### src/sv/srsw_pkg.sv
package srsw_pkg;

  // Window geometry and payload width
  localparam int WINDOW_SIZE   = 4;
  localparam int SEQ_SPACE     = 8;
  localparam int PAYLOAD_WIDTH = 64;

  // Field widths at the ports
  localparam int SEQ_FW = 3;
  localparam int PAY_FW = 64;

  localparam int SEQ_W   = $clog2(SEQ_SPACE);
  localparam int SEQ_W1  = SEQ_W + 1;
  localparam int WIN_MOD = WINDOW_SIZE % SEQ_SPACE;

  typedef logic [SEQ_W-1:0]         seq_t;
  typedef logic [PAYLOAD_WIDTH-1:0] pay_t;

  typedef enum logic [1:0] {
    FUNC_SEND    = 2'd0,
    FUNC_ACK     = 2'd1,
    FUNC_TIMEOUT = 2'd2
  } func_t;

  typedef enum logic [1:0] {
    TMR_NONE    = 2'd0,
    TMR_STOP    = 2'd1,
    TMR_RESTART = 2'd2
  } timer_t;

  typedef struct packed {
    logic accepted;
    logic transmit;
    seq_t tx_seq;
    pay_t tx_payload;
    timer_t timer_action;
    seq_t timer_slot;
  } result_t;

  typedef struct packed {
    logic start;
    seq_t start_seq;
    seq_t limit_seq;
  } slide_req_t;

  typedef struct packed {
    logic done;
    seq_t base;
  } slide_sts_t;

  // Step one sequence number forward, wrapping at the sequence space
  function automatic seq_t seq_inc(input seq_t s);
    seq_t r;
    if (s == seq_t'(SEQ_SPACE - 1)) r = '0;
    else                            r = s + seq_t'(1);
    return r;
  endfunction

  // (s + window size) mod sequence space
  function automatic seq_t seq_add_win(input seq_t s);
    logic [SEQ_W1-1:0] sum;
    sum = {1'b0, s} + SEQ_W1'(WIN_MOD);
    if (sum >= SEQ_W1'(SEQ_SPACE)) sum = sum - SEQ_W1'(SEQ_SPACE);
    return sum[SEQ_W-1:0];
  endfunction

  // (a - b) mod sequence space
  function automatic seq_t seq_dist(input seq_t a, input seq_t b);
    logic [SEQ_W1-1:0] d;
    d = {1'b0, a} + ((a < b) ? SEQ_W1'(SEQ_SPACE) : SEQ_W1'(0)) - {1'b0, b};
    return d[SEQ_W-1:0];
  endfunction

endpackage

### src/sv/srsw_pay_mem.sv
module srsw_pay_mem
  import srsw_pkg::*;
(
  input  logic clk,
  input  logic wr_en,
  input  seq_t wr_addr,
  input  pay_t wr_data,
  input  logic rd_en,
  input  seq_t rd_addr,
  output pay_t rd_data
);

  pay_t mem [SEQ_SPACE];
  pay_t rd_data_r;

  always_ff @(posedge clk) begin
    if (wr_en) begin
      mem[wr_addr] <= wr_data;
    end
    if (rd_en) begin
      rd_data_r <= mem[rd_addr];
    end
  end

  assign rd_data = rd_data_r;

endmodule

### src/sv/srsw_slide.sv
module srsw_slide
  import srsw_pkg::*;
(
  input  logic                 clk,
  input  logic                 rst_n,
  input  slide_req_t           req,
  input  logic [SEQ_SPACE-1:0] acked,
  output slide_sts_t           sts
);

  logic busy_r, busy_nxt;
  logic done_r, done_nxt;
  seq_t ptr_r, ptr_nxt;
  seq_t limit_r, limit_nxt;

  // One slot per cycle: advance while the slot is acked and not next_seq
  always_comb begin
    busy_nxt  = busy_r;
    done_nxt  = 1'b0;
    ptr_nxt   = ptr_r;
    limit_nxt = limit_r;
    if (req.start) begin
      busy_nxt  = 1'b1;
      ptr_nxt   = req.start_seq;
      limit_nxt = req.limit_seq;
    end else if (busy_r) begin
      if (ptr_r != limit_r && acked[ptr_r]) begin
        ptr_nxt = seq_inc(ptr_r);
      end else begin
        busy_nxt = 1'b0;
        done_nxt = 1'b1;
      end
    end
  end

  always_ff @(posedge clk) begin
    if (!rst_n) begin
      busy_r <= 1'b0;
      done_r <= 1'b0;
    end else begin
      busy_r  <= busy_nxt;
      done_r  <= done_nxt;
      ptr_r   <= ptr_nxt;
      limit_r <= limit_nxt;
    end
  end

  assign sts.done = done_r;
  assign sts.base = ptr_r;

endmodule

### src/sv/selective_repeat_sender_window.sv
// Sender side of a selective-repeat ARQ window.
//
// Input channel (in_valid / in_ready): one item is one event: a send
// (in_func = 0, in_payload_word), an acknowledgement (in_func = 1,
// in_ack_number, in_checksum_ok) or a timer expiry (in_func = 2,
// in_timed_out_seq). Every item yields exactly one result item on the
// output channel (out_valid / out_ready) with the transmit request, the
// timer action and the window state after the event.
//
// Steps: a send, a refused or ignored event, or an ack that is not the
// base passes the exec and emit steps; a timeout adds a read step for
// the registered read of the payload memory. An ack of the base adds a
// slide step in which the slide unit walks the acked flags one slot per
// cycle. in_ready rises together with out_valid, and no new item is
// taken while one is still at work.
// Reset (rst_n low, synchronous) clears base, next sequence and all
// acked flags; payload memory contents are left as they are.
// When the receiver stalls, the result holds in the output register and
// one more item may be taken and worked; it waits in the emit step until
// the output register frees.
module selective_repeat_sender_window
  import srsw_pkg::*;
(
  input  logic        clk,
  input  logic        rst_n,

  input  logic        in_valid,
  output logic        in_ready,
  input  logic [1:0]  in_func,
  input  logic [63:0] in_payload_word,
  input  logic [2:0]  in_ack_number,
  input  logic        in_checksum_ok,
  input  logic [2:0]  in_timed_out_seq,

  output logic        out_valid,
  input  logic        out_ready,
  output logic        out_accepted,
  output logic        out_transmit,
  output logic [2:0]  out_tx_seq,
  output logic [63:0] out_tx_payload,
  output logic [1:0]  out_timer_action,
  output logic [2:0]  out_timer_slot,
  output logic [2:0]  out_window_base,
  output logic [2:0]  out_next_sequence,
  output logic        out_window_full
);

  typedef enum logic [2:0] {
    S_IDLE,
    S_EXEC,
    S_SLIDE,
    S_READ,
    S_EMIT
  } state_t;

  state_t               state_r, state_nxt;
  seq_t                 base_r, base_nxt;
  seq_t                 next_r, next_nxt;
  logic [SEQ_SPACE-1:0] acked_r, acked_nxt;

  // Captured input item
  logic [1:0]        func_r, func_nxt;
  pay_t              pay_r, pay_nxt;
  logic [SEQ_FW-1:0] ack_r, ack_nxt;
  logic              ok_r, ok_nxt;
  logic [SEQ_FW-1:0] tos_r, tos_nxt;

  // Result under construction and the output register
  result_t res_r, res_nxt;
  result_t out_res_r, out_res_nxt;
  seq_t    out_base_r, out_base_nxt;
  seq_t    out_next_r, out_next_nxt;
  logic    out_full_r, out_full_nxt;
  logic    out_valid_r, out_valid_nxt;

  // Payload memory and slide unit hookups
  logic       mem_wr_en, mem_rd_en;
  seq_t       mem_rd_addr;
  pay_t       mem_rd_data;
  slide_req_t slide_req;
  slide_sts_t slide_sts;

  seq_t ack_s;
  seq_t tos_s;

  assign ack_s = seq_t'(ack_r);
  assign tos_s = seq_t'(tos_r);

  srsw_pay_mem u_pay_mem (
    .clk     (clk),
    .wr_en   (mem_wr_en),
    .wr_addr (next_r),
    .wr_data (pay_r),
    .rd_en   (mem_rd_en),
    .rd_addr (mem_rd_addr),
    .rd_data (mem_rd_data)
  );

  srsw_slide u_slide (
    .clk   (clk),
    .rst_n (rst_n),
    .req   (slide_req),
    .acked (acked_r),
    .sts   (slide_sts)
  );

  assign in_ready = (state_r == S_IDLE);

  always_comb begin
    state_nxt     = state_r;
    base_nxt      = base_r;
    next_nxt      = next_r;
    acked_nxt     = acked_r;
    func_nxt      = func_r;
    pay_nxt       = pay_r;
    ack_nxt       = ack_r;
    ok_nxt        = ok_r;
    tos_nxt       = tos_r;
    res_nxt       = res_r;
    out_res_nxt   = out_res_r;
    out_base_nxt  = out_base_r;
    out_next_nxt  = out_next_r;
    out_full_nxt  = out_full_r;
    out_valid_nxt = out_valid_r && !out_ready;

    mem_wr_en           = 1'b0;
    mem_rd_en           = 1'b0;
    mem_rd_addr         = tos_s;
    slide_req.start     = 1'b0;
    slide_req.start_seq = base_r;
    slide_req.limit_seq = next_r;

    case (state_r)
      S_IDLE: begin
        // Capture the item; keep only the stored payload width
        if (in_valid) begin
          func_nxt  = in_func;
          pay_nxt   = in_payload_word[PAYLOAD_WIDTH-1:0];
          ack_nxt   = in_ack_number;
          ok_nxt    = in_checksum_ok;
          tos_nxt   = in_timed_out_seq;
          state_nxt = S_EXEC;
        end
      end

      S_EXEC: begin
        res_nxt   = '0;
        state_nxt = S_EMIT;
        case (func_r)
          FUNC_SEND: begin
            // Refuse while the window is full
            if (next_r != seq_add_win(base_r)) begin
              mem_wr_en            = 1'b1;
              acked_nxt[next_r]    = 1'b0;
              res_nxt.accepted     = 1'b1;
              res_nxt.transmit     = 1'b1;
              res_nxt.tx_seq       = next_r;
              res_nxt.tx_payload   = pay_r;
              res_nxt.timer_action = TMR_RESTART;
              res_nxt.timer_slot   = next_r;
              next_nxt             = seq_inc(next_r);
            end
          end
          FUNC_ACK: begin
            // Drop acks with bad checksum, outside the window, or with
            // nothing outstanding
            if (base_r != next_r && ok_r && int'(ack_r) < SEQ_SPACE &&
                int'(seq_dist(ack_s, base_r)) < WINDOW_SIZE) begin
              acked_nxt[ack_s]     = 1'b1;
              res_nxt.timer_action = TMR_STOP;
              res_nxt.timer_slot   = ack_s;
              if (ack_s == base_r) begin
                slide_req.start = 1'b1;
                state_nxt       = S_SLIDE;
              end
            end
          end
          FUNC_TIMEOUT: begin
            if (int'(tos_r) < SEQ_SPACE) begin
              mem_rd_en            = 1'b1;
              res_nxt.transmit     = 1'b1;
              res_nxt.tx_seq       = tos_s;
              res_nxt.timer_action = TMR_RESTART;
              res_nxt.timer_slot   = tos_s;
              state_nxt            = S_READ;
            end
          end
          default: begin
            // Unused code: report the window only
          end
        endcase
      end

      S_SLIDE: begin
        // Wait for the slide unit to find the new base
        if (slide_sts.done) begin
          base_nxt  = slide_sts.base;
          state_nxt = S_EMIT;
        end
      end

      S_READ: begin
        res_nxt.tx_payload = mem_rd_data;
        state_nxt          = S_EMIT;
      end

      S_EMIT: begin
        // Load the output register once it is free or being taken
        if (!out_valid_r || out_ready) begin
          out_res_nxt   = res_r;
          out_base_nxt  = base_r;
          out_next_nxt  = next_r;
          out_full_nxt  = (next_r == seq_add_win(base_r));
          out_valid_nxt = 1'b1;
          state_nxt     = S_IDLE;
        end
      end

      default: begin
        state_nxt = S_IDLE;
      end
    endcase
  end

  always_ff @(posedge clk) begin
    if (!rst_n) begin
      state_r     <= S_IDLE;
      base_r      <= '0;
      next_r      <= '0;
      acked_r     <= '0;
      out_valid_r <= 1'b0;
    end else begin
      state_r     <= state_nxt;
      base_r      <= base_nxt;
      next_r      <= next_nxt;
      acked_r     <= acked_nxt;
      out_valid_r <= out_valid_nxt;
      func_r      <= func_nxt;
      pay_r       <= pay_nxt;
      ack_r       <= ack_nxt;
      ok_r        <= ok_nxt;
      tos_r       <= tos_nxt;
      res_r       <= res_nxt;
      out_res_r   <= out_res_nxt;
      out_base_r  <= out_base_nxt;
      out_next_r  <= out_next_nxt;
      out_full_r  <= out_full_nxt;
    end
  end

  assign out_valid         = out_valid_r;
  assign out_accepted      = out_res_r.accepted;
  assign out_transmit      = out_res_r.transmit;
  assign out_tx_seq        = SEQ_FW'(out_res_r.tx_seq);
  assign out_tx_payload    = PAY_FW'(out_res_r.tx_payload);
  assign out_timer_action  = out_res_r.timer_action;
  assign out_timer_slot    = SEQ_FW'(out_res_r.timer_slot);
  assign out_window_base   = SEQ_FW'(out_base_r);
  assign out_next_sequence = SEQ_FW'(out_next_r);
  assign out_window_full   = out_full_r;

  // One item at a time: no accept right after an accept
  a_one_at_a_time: assert property (@(posedge clk) disable iff (!rst_n)
    (in_valid && in_ready) |=> !in_ready)
    else $error("input taken while an item is still at work");

  // Outstanding count never exceeds the window
  a_window_bound: assert property (@(posedge clk) disable iff (!rst_n)
    int'(seq_dist(next_r, base_r)) <= WINDOW_SIZE)
    else $error("window holds more than its size");

  // Every transmission restarts the timer of the sent slot
  a_tx_timer: assert property (@(posedge clk) disable iff (!rst_n)
    (out_valid && out_transmit) |->
      (out_timer_action == TMR_RESTART && out_timer_slot == out_tx_seq))
    else $error("transmit without a matching timer restart");

  // A taken send always transmits
  a_accept_tx: assert property (@(posedge clk) disable iff (!rst_n)
    (out_valid && out_accepted) |-> out_transmit)
    else $error("send taken without transmission");

endmodule

### config.mk
export PLATFORM = sky130hd
export DESIGN_NAME = selective_repeat_sender_window
export DESIGN_NICKNAME = d
export VERILOG_FILES = /design/src/sv/srsw_pkg.sv /design/src/sv/srsw_pay_mem.sv /design/src/sv/srsw_slide.sv /design/src/sv/selective_repeat_sender_window.sv
export SDC_FILE = /design/constraint.sdc
export NUM_CORES = 1
export LEC_CHECK = 0
export ABC_AREA = 1
export BUFFER_PORTS_ARGS = -buffer_cell sky130_fd_sc_hd__buf_2
export CELL_PAD_IN_SITES_DETAIL_PLACEMENT = 1
export CELL_PAD_IN_SITES_GLOBAL_PLACEMENT = 2
export CORE_AREA = 4 4 289 291
export CTS_CLUSTER_DIAMETER = 120
export DETAILED_ROUTE_END_ITERATION = 8
export DIE_AREA = 0 0 293 295
export GPL_ROUTABILITY_DRIVEN = 0
export HOLD_SLACK_MARGIN = 0.08
export PLACE_DENSITY_LB_ADDON = 0.08
export SYNTH_ARGS = -nofsm -noshare
export SYNTH_HDL_FRONTEND = slang
export SYNTH_SLANG_ARGS = --single-unit
### constraint.sdc
create_clock -name clk -period 8.29 [get_ports clk]
set_input_delay 0 -clock clk [delete_from_list [all_inputs] [get_ports clk]]
set_output_delay 0 -clock clk [all_outputs]
set_load 0.01 [all_outputs]
Word-level counts from Yosys, hierarchy flattened
Memory sizes are Yosys's and may differ from the RTL's. A register that Yosys moved wholly into a read port is not among the register bits. Cells that the tools add are included.

Register bits after elaboration: 254. Memory bits (writable): 512. Bits of input ports: 77. Output and inout bits: 83. Logic and storage cells: 141. Memories kept: 1.

Memories: u_pay_mem.mem (depth 8, bits a word 64, read ports 1, clocked after Yosys merged registers in 1, write ports 1, RTL line srsw_pay_mem.sv:13) `pay_t mem [SEQ_SPACE];`.

Add/subtract/negate cells: 6. Magnitude comparators: 7. Eq/ne operators: 18. Mux-type cells: 49. Bitwise gates (word level): 5. Reduce and logical (&&, ||, !) cells: 26.

Operator list (number): 64-bit one-hot mux with 2 select lines (1); 74-bit 2-to-1 mux (1); 64-bit 2-to-1 mux (1); 3-bit 2-to-1 mux (15); 1-bit 2-to-1 mux (20); 8-bit 2-to-1 mux (2); 8-bit one-hot mux with 2 select lines (1); 3-bit one-hot mux with 5 select lines (1); 5-bit one-hot mux with 3 select lines (1); 3-bit AND reduction (5); 3-bit by 4-bit less-than comparator with 1-bit output, second input constant (3); 3-bit == test, second input constant (3); 3-bit != test (3); 8-bit bitwise AND (1); 2-bit != test, second input constant (4); 8-bit inverter (1); 8-bit OR (1); 4-bit one-hot mux with 2 select lines (1); 2-bit AND reduction (4); 2-bit nonzero test (4); 3-bit by 1-bit adder with 3-bit output, second input constant (2); 1-bit demux with 3-bit select (2); 3-bit by 2-bit == test with 1-bit output, second input constant (2); 3-bit == test (2); other kinds (22) (30).

Logic depth before layout (Yosys ltp)
Word-level depth: 11. Depth in mapped cells: 12. Mapped depth without buffers: 12.

By module
A second synthesis with hierarchy kept.

Cells, all modules: 3019. Area total of the unflattened synthesis: 33975.1 sq um.

By module, submodules not included: srsw_pay_mem (times used 1, cells each 2294, area each 24298.3 sq um, seq. area each 17296.6 sq um); selective_repeat_sender_window (times used 1, cells each 675, area each 9245.1 sq um, seq. area each 7206.9 sq um); srsw_slide (times used 1, cells each 50, area each 431.7 sq um, seq. area each 220.2 sq um).

Least setup slack after synthesis
No wires, ideal clock.

Path kind: register to register. Start point: reg state_r[2]. End point: reg out_res_r, in the netlist out_accepted, enable pin. Library setup time: 0.620 ns. Data arrival time: 6.040 ns. Required time: 7.670 ns. Setup slack: 1.630 ns. Stages on the path, launching flop included: 3. Path buffers: 0. Period minus slack after synthesis: 6.660 ns. Path through: dfxtp_1 nand3_1 nor3_1.

Word-level cells in the longest chain between the ends: 2.

RTL lines: from (decl) (RTL line selective_repeat_sender_window.sv:56) `state_t state_r, state_nxt;`; from (signal assigned) (RTL line selective_repeat_sender_window.sv:233) `state_r <= state_nxt;`; 3-bit == test (RTL line selective_repeat_sender_window.sv:133) `case (state_r)`; 3-bit AND reduction (no source line); to (signal assigned) (RTL line selective_repeat_sender_window.sv:244) `out_res_r <= out_res_nxt;`; to (decl) (RTL line selective_repeat_sender_window.sv:70) `result_t out_res_r, out_res_nxt;`.

No other way between the ends. A chain may end at the register's enable or synchronous reset.

Final worst setup path
Start point: reg next_r[1]. End point: mem u_pay_mem.mem[3][62] (netlist bit), enable pin.

Word-level cells in the longest chain between the ends: 6.

RTL lines: from (decl) (RTL line selective_repeat_sender_window.sv:58) `seq_t next_r, next_nxt;`; from (signal assigned) (RTL line selective_repeat_sender_window.sv:235) `next_r <= next_nxt;`; 3-bit != test (RTL line selective_repeat_sender_window.sv:152) `if (next_r != seq_add_win(base_r)) begin`; 1-bit 2-to-1 mux (RTL line selective_repeat_sender_window.sv:152); 1-bit 2-to-1 mux (RTL line selective_repeat_sender_window.sv:149) `case (func_r)`; 1-bit 2-to-1 mux (RTL line selective_repeat_sender_window.sv:133); 1-bit 2-to-1 mux (RTL line srsw_pay_mem.sv:17) `if (wr_en) begin`; 1-bit 2-to-1 mux (not written as such) (RTL line srsw_pay_mem.sv:18) `mem[wr_addr] <= wr_data;`; to (decl) (RTL line srsw_pay_mem.sv:13).

Parallel ways exist; a longest one is shown, timed or not.

==> flow_summary.yaml <==
status:
  status: "finished clean"
pwr:
  power.switching_w: 0.00209
  comb_power_share_pct: 5.9
  power_frac_seq_pct: 51.8
  clkPwrFrac_pct: 42.4
  power.density_mw_per_mm2: 250
  internal_power_w: 0.00730
  peakVddDrop_uv: 142
  sw_frac_of_total_pct: 22.2
  p_leak_nw: 12.6
  power_w: 0.00939
sta:
  whs_ns: 0.117
  fin_crit_sh_pct: 47.9
  drv_slew: 0
  layout_min_cycle_time_ns: 3.97
  rsz0062_at_grt: "no"
  final_hold_viol_count: 0
  setup_viol: 0
  max_slew_margin_pct: 20.8
  max_freq_mhz: 252
  worstMarginPinSlew_ns: 1.19
  clock_skew_ns: 0.0228
  fin_setup_tns_ns: 0
drt:
  drc: 0
  first_pass_iters: 5
  drtIter0Drc: 1238
  ant_nets: 0
  wl_per_cell_um: 22.6
  vias_per_cell: 5.18
  vias: 18900
  finalWirelength_um: 82700
setup_path:
  reg2reg_slack_ns: 4.32
  crit_arrival_ns: 4.22
  cp_slowest_cell: "nor2_4"
  regToRegEndpoint: "u_pay_mem.mem[3][62]"
  critical_path_class: "flop to flop"
  crit_required_ns: 8.54
  critical-path-max-stage-delay_ns: 0.93
  start_kind: "flop"
  end_kind: "flop"
  crit_top_cell: "nand2_1"
  worst-path-max-fanout: 39
  rr_startpoint: "next_r[1]"
  r2r_cells: 9
  path_cells: "inv_1 -> nand2_1 -> nand2_1 -> nand3b_4 -> nand2_4 -> inv_2 -> nand2_2 -> nor2_4 -> buf_4"
placed_design:
  dpl_cell_area_mm2: 0.0331
  port_buffers: 159
  dp.cells: 3341
  dp_hpwl_um: 43400
floorplanning:
  die_w_um: 293
  start_util_pct: 38.8
  io_pins: 160
  core_area_mm2: 0.0805
  rows: 104
  die-area_mm2: 0.0864
  die_h_um: 295
cells_and_area:
  stdcell_area_mm2: 0.0375
  layout_common_cells: "810 x edfxtp_1, 465 x nor2_1, 332 x o21ai_0"
  n_antenna_cell: 0
  areaGrowthSynthToFinish_pct: 20.0
  layoutNonFillerInstCount: 3654
  final_common_cell: "edfxtp_1"
  fin_nets: 2608
  drive_gt1_share_pct: 13.6
min_path:
  hp-class: "input port to flop"
  min_to: "pay_r[50]"
  min_from: "in_payload_word[50]"
  hold-path-cell-count: 2
yosys:
  ys_ff_latch: 830
  synthesis.nets: 2312
  synth_area_mm2: 0.0312
  syn_avg_cell_area_um2: 14.0
  synth.area.top_cells: "edfxtp_1 78%, nor2_1 5.7%, o21ai_0 5.3%"
  ys_seq_area_share_pct: 79.2
  synth_cells: 2224
  yosysTopAreaCell: "edfxtp_1"
  synth_warnings: 0
  ys_types: 33
  netlist.area_leader.share_pct: 77.9
cts:
  clk_pin_slew_ns: 0.06
  cts_buffers: 91
  post_cts_buffers: 0
  htree_levels: 3
  clock_path_buffers: 3
  tritoncts: "done"
  root_buffer: "clkbuf_16"
  cts_sinks: 830
  clk-insertion-delay-late_ns: 0.63
global_route:
  grt_start_max_net_pins: 165
  grt_util_all_layers_pct: 19.0
  grt_first_pass_wirelength_um: 126000
  grt_pass1_vias: 20100
  grt_overflow: 0
  antenna_found_initial: 0
job:
  drv_cap: 0
==> per-layer routing <==
| layer | vias up | share of wire, % | global-route usage [%] |
|---|---|---|---|
| met5 | - | 0 | 0 |
| met4 | 0 | 2.1 | 4.80 |
| met3 | 104 | 3.2 | 2.75 |
| met2 | 330 | 49 | 32.1 |
| met1 | 9714 | 46 | 26.1 |
| li1 | 8783 | - | - |
==> stage by stage <==
stage | utilization (%) | setup WS (ns)
final | 46.5 | 4.32
after global routing | 46.5 | 3.95
after CTS | 46.5 | 4.26
after detailed placement | 41.1 | 4.30
after global placement | 41.1 | 4.43
after floorplan | - | 1.63
==> cell usage after synthesis (all sizes together) <==
cell / n
a21oi: 25
a31oi: 65
buf: 72
clkbuf: 61
dfxtp: 20
edfxtp: 810
ha: 11
inv: 37
nand2: 124
nand3: 91
nand3b: 2
nand4: 2
nor2: 476
nor3: 7
nor4: 2
o211ai: 4
o21ai: 342
o22ai: 68
o31ai: 2
xnor2: 3
==> critical path, delay by kind of cell (launching register included) <==
kind	cells	cell delay (ns)
DFF	1	0.69
buffers and inverters	3	1.10
and+or+nand+nor	6	1.74
==> worst max-delay path by stage <==
stage | startpoint | end | slack, ns
after global placement | next_r[1] | u_pay_mem.mem[3][53] | 4.43
after global routing | next_r[1] | u_pay_mem.mem[3][62] | 3.95
after detailed placement | next_r[1] | u_pay_mem.mem[3][54] | 4.30
final | next_r[1] | u_pay_mem.mem[3][62] | 4.32
after CTS | next_r[1] | u_pay_mem.mem[3][51] | 4.26
after floorplan | state_r[2] | out_accepted | 1.63
==> power by group through the flow <==
stage               Combinational [W]  Sequential [W]  Clock (W)
global placement             0.000499         0.00494          0
finish                       0.000552         0.00486    0.00398
CTS                          0.000565         0.00486    0.00409
global route                 0.000615         0.00487    0.00428
detailed placement           0.000510         0.00495          0
floorplan                    0.000307         0.00492          0
==> area by class of cell <==
class,count,area [um2]
fill,8049,43100
sequential,830,24700
multi-input combinational,1224,5850
timing repair buffer,336,2500
clock buffer,116,2460
tap,1060,1330
clock inverter,51,477
inverter,37,153
==> state kept, by name, summed over array words and instances, names as in the netlist, 3 cells and up <==
name,cells
out_next_sequence,3
res_r,74
u_slide.ptr_r,3
u_pay_mem.mem,512
pay_r,64
u_pay_mem.rd_data,64
next_r,3
u_slide.limit_r,3
out_timer_slot,3
out_window_base,3
out_tx_payload,64
out_tx_seq,3
ack_r,3
base_r,3
mem_rd_addr,3
state_r,3
acked_r,8
==> repair_timing <==
item | CTS | global route
endpoints found under the hold margin | 89 | 0
hold buffers | 146 | 0
gates resized for setup | 0 | 0
==> cells by family (layout without fill, tap and decap cells) <==
group                      count (synthesis)  after routing  synth area share (%)
AOI/OAI and AO/OA                        506            506                  8.78
and+or+nand+nor                          704            704                  9.11
DFF                                      830            830                  79.2
xor gates and xnor gates                   3              3                0.0841
adders and majority gates                 11             11                 0.441
buffers and inverters                    170            540                  2.42
(Power assumes the default switching activity.)
